===== config.mk =====
export PLATFORM = sky130hd
export DESIGN_NAME = der_ecdsa_signature_parser_top
export DESIGN_NICKNAME = d
export VERILOG_FILES = /design/src/dersig_pkg.sv /design/src/dersig_parser.sv /design/src/dersig_out_buf.sv /design/src/der_ecdsa_signature_parser_top.sv
export SDC_FILE = /design/constraint.sdc
export NUM_CORES = 2
export LEC_CHECK = 0
export ABC_AREA = 1
export BUFFER_PORTS_ARGS = -buffer_cell sky130_fd_sc_hd__clkbuf_2
export CAP_MARGIN = 25
export CORE_UTILIZATION = 45
export DETAILED_ROUTE_END_ITERATION = 7
export PLACE_DENSITY = 0.69
export SLEW_MARGIN = 30
export SYNTH_ARGS = -nofsm -noshare
export SYNTH_HDL_FRONTEND = slang
export SYNTH_HIERARCHICAL = 1
export SYNTH_SLANG_ARGS = --single-unit

===== constraint.sdc =====
create_clock -name clk_i -period 13.1 [get_ports clk_i]
set_input_delay 0 -clock clk_i [delete_from_list [all_inputs] [get_ports clk_i]]
set_output_delay 0 -clock clk_i [all_outputs]
set_load 0.005 [all_outputs]

===== src/dersig_pkg.sv =====
`timescale 1ns / 1ps
// ----------------------------------------------------------------------------
// DER signature parser package
// Shared types and fixed constants of the DER ECDSA signature parser.
// ----------------------------------------------------------------------------
package dersig_pkg;

  // DER tags.
  localparam logic [7:0] SEQ_TAG = 8'h30;
  localparam logic [7:0] INT_TAG = 8'h02;

  // Byte counter saturates at its all-ones value.
  localparam int unsigned CNT_W         = 7;
  localparam logic [CNT_W-1:0] CNT_MAX  = 7'd127;
  localparam logic [CNT_W-1:0] MIN_SIG_BYTES = 7'd8;

  // Each integer is presented through a 32-byte window, four 64-bit words.
  localparam int unsigned WIN_BYTES  = 32;
  localparam int unsigned WIN_BITS   = WIN_BYTES * 8;
  localparam int unsigned WORD_BITS  = 64;
  localparam int unsigned OUT_WORDS  = (2 * WIN_BITS) / WORD_BITS;
  localparam int unsigned IDX_W      = $clog2(OUT_WORDS);
  localparam logic [IDX_W-1:0] LAST_IDX = IDX_W'(OUT_WORDS - 1);

  // Parse phases, one-hot.
  typedef enum logic [8:0] {
    PH_SEQ_TAG = 9'b0_0000_0001,
    PH_SEQ_LEN = 9'b0_0000_0010,
    PH_R_TAG   = 9'b0_0000_0100,
    PH_R_LEN   = 9'b0_0000_1000,
    PH_R_DATA  = 9'b0_0001_0000,
    PH_S_TAG   = 9'b0_0010_0000,
    PH_S_LEN   = 9'b0_0100_0000,
    PH_S_DATA  = 9'b0_1000_0000,
    PH_DONE    = 9'b1_0000_0000
  } phase_e;

  // Handoff from the parser to the output buffer on a final byte.
  typedef struct packed {
    logic fire;  // final byte accepted this cycle
    logic ok;    // signature parsed correctly
  } done_t;

endpackage


===== src/dersig_parser.sv =====
`timescale 1ns / 1ps
// ----------------------------------------------------------------------------
// DER signature byte parser
// Walks the DER structure one byte per cycle while accept_i is high and shifts r and s
// into right-aligned 32-byte windows.
// ----------------------------------------------------------------------------
module dersig_parser #(
  parameter int INT_BYTES     = 32,
  parameter int MAX_SIG_BYTES = 72
) (
  input  logic                          clk_i,
  input  logic                          rst_ni,
  input  logic                          accept_i,
  input  logic [7:0]                    sig_byte_i,
  input  logic                          final_byte_i,
  output dersig_pkg::done_t             done_o,
  output logic [dersig_pkg::WIN_BITS-1:0] r_o,
  output logic [dersig_pkg::WIN_BITS-1:0] s_o
);
  import dersig_pkg::*;

  localparam int LEN_W = $clog2(INT_BYTES + 2);
  localparam logic [7:0]       MaxLenByte = 8'(INT_BYTES + 1);
  localparam logic [LEN_W-1:0] MaxLen     = LEN_W'(INT_BYTES + 1);
  localparam logic [CNT_W-1:0] MaxSig     = CNT_W'(MAX_SIG_BYTES);

  phase_e              phase_q, phase_d, phase_n;
  logic [CNT_W-1:0]    cnt_q, cnt_d, cnt_n;
  logic [7:0]          seq_q, seq_d, seq_n;
  logic [LEN_W-1:0]    flen_q, flen_d, flen_n;
  logic [LEN_W-1:0]    taken_q, taken_d, taken_n;
  logic                err_q, err_d, err_n;
  logic [WIN_BITS-1:0] r_q, r_d, r_n;
  logic [WIN_BITS-1:0] s_q, s_d, s_n;
  logic                sign_pos;
  logic                store;

  // Next state after taking one byte, before the end-of-signature clear.
  always_comb begin
    phase_n  = phase_q;
    seq_n    = seq_q;
    flen_n   = flen_q;
    taken_n  = taken_q;
    err_n    = err_q;
    r_n      = r_q;
    s_n      = s_q;
    sign_pos = (flen_q == MaxLen) && (taken_q == '0);
    store    = 1'b0;
    if (!err_q) begin
      case (phase_q)
        PH_SEQ_TAG: begin
          if (sig_byte_i != SEQ_TAG) err_n = 1'b1;
          else phase_n = PH_SEQ_LEN;
        end
        PH_SEQ_LEN: begin
          seq_n   = sig_byte_i;
          phase_n = PH_R_TAG;
        end
        PH_R_TAG, PH_S_TAG: begin
          if (sig_byte_i != INT_TAG) err_n = 1'b1;
          else phase_n = (phase_q == PH_R_TAG) ? PH_R_LEN : PH_S_LEN;
        end
        PH_R_LEN, PH_S_LEN: begin
          if (sig_byte_i == 8'd0 || sig_byte_i > MaxLenByte) begin
            err_n = 1'b1;
          end else begin
            flen_n  = LEN_W'(sig_byte_i);
            taken_n = '0;
            phase_n = (phase_q == PH_R_LEN) ? PH_R_DATA : PH_S_DATA;
          end
        end
        PH_R_DATA, PH_S_DATA: begin
          if (sign_pos) begin
            if (sig_byte_i != 8'd0) err_n = 1'b1;
          end else begin
            store = 1'b1;
          end
          taken_n = taken_q + 1'b1;
          if (taken_n >= flen_q) begin
            phase_n = (phase_q == PH_R_DATA) ? PH_S_TAG : PH_DONE;
          end
          // Shifting in keeps the integer right-aligned in its window.
          if (store && phase_q == PH_R_DATA) r_n = {r_q[WIN_BITS-9:0], sig_byte_i};
          if (store && phase_q == PH_S_DATA) s_n = {s_q[WIN_BITS-9:0], sig_byte_i};
        end
        default: begin
          err_n = 1'b1;
        end
      endcase
    end
    if (cnt_q >= CNT_MAX) begin
      err_n = 1'b1;
      cnt_n = cnt_q;
    end else begin
      cnt_n = cnt_q + 1'b1;
    end
  end

  always_comb begin
    done_o.fire = accept_i && final_byte_i;
    done_o.ok   = !err_n && (phase_n == PH_DONE) &&
                  (cnt_n >= MIN_SIG_BYTES) && (cnt_n <= MaxSig) &&
                  ({1'b0, seq_n} + 9'd2 == {2'b00, cnt_n});
    r_o = r_n;
    s_o = s_n;
  end

  // Every accepted final byte returns the parser to its reset state.
  always_comb begin
    phase_d = phase_q;
    cnt_d   = cnt_q;
    seq_d   = seq_q;
    flen_d  = flen_q;
    taken_d = taken_q;
    err_d   = err_q;
    r_d     = r_q;
    s_d     = s_q;
    if (accept_i) begin
      if (final_byte_i) begin
        phase_d = PH_SEQ_TAG;
        cnt_d   = '0;
        seq_d   = '0;
        flen_d  = '0;
        taken_d = '0;
        err_d   = 1'b0;
        r_d     = '0;
        s_d     = '0;
      end else begin
        phase_d = phase_n;
        cnt_d   = cnt_n;
        seq_d   = seq_n;
        flen_d  = flen_n;
        taken_d = taken_n;
        err_d   = err_n;
        r_d     = r_n;
        s_d     = s_n;
      end
    end
  end

  always_ff @(posedge clk_i or negedge rst_ni) begin
    if (!rst_ni) begin
      phase_q <= PH_SEQ_TAG;
      cnt_q   <= '0;
      seq_q   <= '0;
      flen_q  <= '0;
      taken_q <= '0;
      err_q   <= 1'b0;
      r_q     <= '0;
      s_q     <= '0;
    end else begin
      phase_q <= phase_d;
      cnt_q   <= cnt_d;
      seq_q   <= seq_d;
      flen_q  <= flen_d;
      taken_q <= taken_d;
      err_q   <= err_d;
      r_q     <= r_d;
      s_q     <= s_d;
    end
  end

endmodule


===== src/dersig_out_buf.sv =====
`timescale 1ns / 1ps
// ----------------------------------------------------------------------------
// DER signature result buffer
// Holds r and s of one parsed signature and hands them out as 64-bit words.
// ----------------------------------------------------------------------------
module dersig_out_buf (
  input  logic                            clk_i,
  input  logic                            rst_ni,
  input  dersig_pkg::done_t               done_i,
  input  logic [dersig_pkg::WIN_BITS-1:0] r_i,
  input  logic [dersig_pkg::WIN_BITS-1:0] s_i,
  input  logic                            out_ready_i,
  output logic                            out_valid_o,
  output logic [dersig_pkg::WORD_BITS-1:0] word_o,
  output logic [dersig_pkg::IDX_W-1:0]    word_index_o,
  output logic                            sig_ok_o,
  output logic                            run_end_o,
  output logic                            free_o
);
  import dersig_pkg::*;

  logic                  valid_q, valid_d;
  logic                  ok_q, ok_d;
  logic [IDX_W-1:0]      idx_q, idx_d;
  logic [2*WIN_BITS-1:0] data_q, data_d;

  assign word_o       = data_q[2*WIN_BITS-1 -: WORD_BITS];
  assign word_index_o = idx_q;
  assign sig_ok_o     = ok_q;
  assign out_valid_o  = valid_q;
  // A rejected signature is a run of one result.
  assign run_end_o    = !ok_q || (idx_q == LAST_IDX);
  // The buffer can take a new run once the last word of the current one leaves.
  assign free_o       = !valid_q || (out_ready_i && run_end_o);

  always_comb begin
    valid_d = valid_q;
    ok_d    = ok_q;
    idx_d   = idx_q;
    data_d  = data_q;
    if (valid_q && out_ready_i) begin
      if (run_end_o) begin
        valid_d = 1'b0;
      end else begin
        idx_d  = idx_q + 1'b1;
        data_d = {data_q[2*WIN_BITS-WORD_BITS-1:0], {WORD_BITS{1'b0}}};
      end
    end
    if (done_i.fire) begin
      valid_d = 1'b1;
      ok_d    = done_i.ok;
      idx_d   = '0;
      data_d  = done_i.ok ? {r_i, s_i} : '0;
    end
  end

  always_ff @(posedge clk_i or negedge rst_ni) begin
    if (!rst_ni) begin
      valid_q <= 1'b0;
      ok_q    <= 1'b0;
      idx_q   <= '0;
    end else begin
      valid_q <= valid_d;
      ok_q    <= ok_d;
      idx_q   <= idx_d;
    end
  end

  always_ff @(posedge clk_i) begin
    data_q <= data_d;
  end

endmodule


===== src/der_ecdsa_signature_parser_top.sv =====
`timescale 1ns / 1ps
// The first result of a signature is shown in the cycle after its final byte is taken.
// Throughput: one signature byte per cycle; an accepted signature yields eight words,
// one per cycle while out_ready_i is high, from a single result buffer, so a final byte
// waits while that buffer still holds words of the previous signature. Non-final bytes
// are never held back. Reset: rst_ni is asynchronous and active low; it returns the
// parser to the sequence tag and empties the result buffer.
// ----------------------------------------------------------------------------
// DER ECDSA signature parser, top level
// Parses SEQUENCE { INTEGER r, INTEGER s } byte by byte and delivers r and s
// as eight 64-bit big-endian words, or a single reject result.
// ----------------------------------------------------------------------------
module der_ecdsa_signature_parser_top #(
  parameter int INT_BYTES     = 32,
  parameter int MAX_SIG_BYTES = 72
) (
  input  logic                             clk_i,
  input  logic                             rst_ni,
  // Input channel: one signature byte per transaction.
  input  logic                             in_valid_i,
  output logic                             in_ready_o,
  input  logic [7:0]                       sig_byte_i,
  input  logic                             final_byte_i,
  // Output channel: one 64-bit word per transaction.
  output logic                             out_valid_o,
  input  logic                             out_ready_i,
  output logic [dersig_pkg::WORD_BITS-1:0] word_o,
  output logic [dersig_pkg::IDX_W-1:0]     word_index_o,
  output logic                             sig_ok_o,
  output logic                             run_end_o
);
  import dersig_pkg::*;

  logic                in_accept;
  logic                buf_free;
  done_t               done;
  logic [WIN_BITS-1:0] r_win;
  logic [WIN_BITS-1:0] s_win;

  // Bytes in the middle of a signature only touch the parser state, so they
  // are always taken. A final byte loads the result buffer in the same cycle,
  // so it is taken only when the buffer is empty or its last word is leaving.
  assign in_ready_o = !final_byte_i || buf_free;
  assign in_accept  = in_valid_i && in_ready_o;

  // The parser holds the phase, counters and the two shift windows. On a
  // final byte it reports the verdict together with the windows including
  // that byte, and clears itself for the next signature.
  dersig_parser #(
    .INT_BYTES    (INT_BYTES),
    .MAX_SIG_BYTES(MAX_SIG_BYTES)
  ) u_parser (
    .clk_i        (clk_i),
    .rst_ni       (rst_ni),
    .accept_i     (in_accept),
    .sig_byte_i   (sig_byte_i),
    .final_byte_i (final_byte_i),
    .done_o       (done),
    .r_o          (r_win),
    .s_o          (s_win)
  );

  // The result buffer keeps a copy of both windows, so the next signature can
  // be parsed while the words of this one drain.
  dersig_out_buf u_out_buf (
    .clk_i        (clk_i),
    .rst_ni       (rst_ni),
    .done_i       (done),
    .r_i          (r_win),
    .s_i          (s_win),
    .out_ready_i  (out_ready_i),
    .out_valid_o  (out_valid_o),
    .word_o       (word_o),
    .word_index_o (word_index_o),
    .sig_ok_o     (sig_ok_o),
    .run_end_o    (run_end_o),
    .free_o       (buf_free)
  );

`ifndef ASSERT_OFF
  // A reject result is a lone, all-zero word at index zero.
  a_reject_shape: assert property (@(posedge clk_i) disable iff (!rst_ni)
    (out_valid_o && !sig_ok_o) |-> (run_end_o && word_o == '0 && word_index_o == '0))
    else $error("reject result is not a single zero word");

  // Within an accepted run the word index steps by one per transaction.
  a_index_step: assert property (@(posedge clk_i) disable iff (!rst_ni)
    (out_valid_o && out_ready_i && !run_end_o) |=>
      (out_valid_o && word_index_o == IDX_W'($past(word_index_o) + 1'b1)))
    else $error("word index did not advance within a run");

  // After the last word of a run leaves, nothing is shown unless a new
  // signature finished in that same cycle.
  a_run_drains: assert property (@(posedge clk_i) disable iff (!rst_ni)
    (out_valid_o && out_ready_i && run_end_o && !(in_accept && final_byte_i)) |=>
      !out_valid_o)
    else $error("result shown after the run ended");

  // A final byte is never taken while an unfinished run still occupies the buffer.
  a_no_overrun: assert property (@(posedge clk_i) disable iff (!rst_ni)
    (in_accept && final_byte_i && out_valid_o) |-> (out_ready_i && run_end_o))
    else $error("final byte accepted over a pending run");
`endif

endmodule


==> metrics <==
outcome=completed; clock edge transition at the registers on the reported setup and hold paths=0.06 ns; post-synthesis net count=6,052; # Post-CTS Setup Buffers=0; core area=112,800 µm²; Vias=38,400; slew margin rel.=24.69%; final-report hold violation count=0; gpl congestion=0.8679; setup tns final=0 ns; LEAKAGE=30.37 nW; power consumption=7.142 mW; cell taking the most area after synthesis=edfxtp_1; most common cell in the netlist=nand2_1; Cell variety after synth=40; setup ws final=7.687 ns; max-cap viol count=0; Rows=123; fin crit share=41.32%; Post-synth EDFFs=512; total global routing track utilization=19.94%; ys flop type=dfrtp_1; hold_ws=0.05383 ns; post-route ant nets=0; Die ar.=115,400 µm²; Final setup viols=0; layout cells sized above 1=5.750%; vias in the first global route=36,930; Yosys reg bits=1,066; Hold WC Path Type=primary input to flop; clock root buffer=clkbuf_16; PortBufs=83; placed cell area=51,970 µm²; area grow syn2layout=8.888%; CTS tree=yes; crit path cell chain=ha_1 > ha_1 > inv_1 > nand2_1 > nand2_1 > nand2_1 > inv_1 > a21oi_4 > nand2_1 > inv_8 > inv_8 > nand2_8 > buf_4 > buf_4 > buf_12 > buf_12; CP max FO=137; post-CTS resize count=0; CP delay by family, top=buffers and inverters; largest net degree at the start of global routing=241; post-synth top area share=29.96%; Die Y=339.7 µm; Crit path largest cell delay=0.82 ns; RSZ-0062 raised after global routing=no; initial antenna violation count=3; Max H-tree Level=3; WP data arrival=5.79 ns; DP Worst Slack=7.690 ns; Final Critical Period=5.413 ns; detailed placement HPWL=65,910 µm; Initial Util=45.49%; placed cells=7,203; Chip Width=339.7 µm; via density per instance=5.168; fin util=49.53%; Boundary Pins=84; Seq/Total Area, Yosys=56.98%; first-pass GRT wire length=190,500 µm; crit start category=flop; Setup Crit Path Kind=flop to flop; clock skew=0.02773 ns; CP bufs+invs=8; Mapped Area=51,310 µm²; Slew @ Worst Pin=1.130 ns; Num CTS Buffers=110; Clk Latency, worst-skew pair=0.69 ns; WL/cell=15.61 µm; total grt overflow=0; CTS max path bufs=3; initial drt markers=3,521; Cell Count, Final, Fillers Out=7,430; final WL=116,000 µm; fin. max-slew vios=0; top cells by area, synth=edfxtp_1 30%, dfrtp_1 27%, nand2_1 11%; clock sinks=1,066; Peak VDD IR=107.3 µV; area of the multi-input gates=15,540 µm²; CP dominant cell by count=nand2_1; crit path capture type=flop; async set-reset flop share out of synthesis=51.97%; Post-synth top cells=1,561 x nand2_1, 1,163 x inv_1, 553 x dfrtp_1, 529 x o22ai_1, 514 x nand3_1; Final #Nets=5,859; number of diodes=0; First-pass DRT Iterations=8; CP required=13.48 ns; yosys warns=6; drc violations=0; slowest CP cell=buf_4; syn avg cell area=8.514 µm²; Fmax=184.7 MHz; # fillers=10,320; register area=29,240 µm²; Final Cell Area=55,870 µm²; Syn Inst Count=6,027; pwr dens=127.8 nW/µm²
[worst paths after layout]
path	startpoint	end	slack, ns	depth (start not counted)
min in group asynchronous	rst_ni	u_parser/r_q[42]	0.42	3
setup reg to reg	u_out_buf/word_index_o[0]	u_out_buf/data_q[3]	7.69	16
max in group asynchronous	rst_ni	u_parser/s_q[24]	10.55	6
setup / recovery	u_out_buf/word_index_o[0]	u_out_buf/data_q[3]	7.69	16
hold / removal	final_byte_i	u_parser/flen_q[4]	0.05	3
hold reg to reg	u_parser/seq_q[2]	u_parser/seq_q[2]	0.48	2
[timing repair]
action | CTS | global route
endpoints found under the hold margin | 134 | 0
setup endpoints to repair | 0 | 0
hold buffers | 14 | 0
[worst min-delay path: cells and delay by family]
family,cells,cell delay [ns]
and+or+nand+nor,1,0.24
AOI/OAI and AO/OA,1,0.08
buffers and inverters,1,0.36
[cell usage in the layout, fill, tap and decap left out, types with 3 or more instances in the layout]
cell	instances
buf_16	4
buf_4	29
nor3_1	3
nor2_4	5
xor2_1	6
bufinv_16	3
nand2_2	6
clkbuf_8	24
ha_1	12
nand4_1	7
nand3_4	3
nand3_1	512
clkbuf_1	25
dfrtp_1	553
clkinv_2	16
clkbuf_16	112
dlygate4sd3_1	13
clkbuf_2	82
inv_2	5
inv_1	1162
o22ai_1	529
edfxtp_1	512
inv_8	3
clkinvlp_4	4
buf_6	10
buf_12	9
o21ai_1	137
clkinv_1	17
nor2_2	6
nor2_1	119
o21ai_0	404
clkinv_8	4
a21oi_1	11
nand2_1	1559
[sequential cells by signal (all words and copies together) (netlist names), 6 cells and up]
signal and cells:
u_parser/r_q 256, u_parser/taken_q 6, u_out_buf/data_q 512, u_parser/phase_q 9, u_parser/cnt_q 7, u_parser/flen_q 6
u_parser/seq_q 8, u_parser/s_q 256
[metal layers]
layer / vias to the layer above / track usage [%] / part of all wire [%]
li1: 19100 / - / -
met1: 18210 / 27.15 / 45
met2: 945 / 32.57 / 47
met3: 151 / 2.851 / 5.3
met4: 0 / 6.991 / 3.1
met5: - / 0 / 0
[layout make-up]
class | instances | area share, %
clock buffer | 161 | 5.775
clock inverter | 47 | 0.6852
inverter | 1172 | 7.923
multi-input combinational | 3335 | 27.81
sequential | 1066 | 52.33
tap | 1500 | 3.359
timing repair buffer | 149 | 2.114
[cells by family after synthesis]
group                    synth area share [%]
AND/OR/NAND/NOR                         17.76
flip-flops                              56.98
AO/OA/AOI/OAI                           11.99
XOR/XNOR                               0.1195
buffers and inverters                   12.86
adder cells (fa/ha/maj)                0.2926
[report_power, final]
group	switching, mW	internal (mW)
Sequential	0.0339	3.62
Clock	1.32	1.77
Combinational	0.307	0.0863
Power figures use the tool's default switching activity.
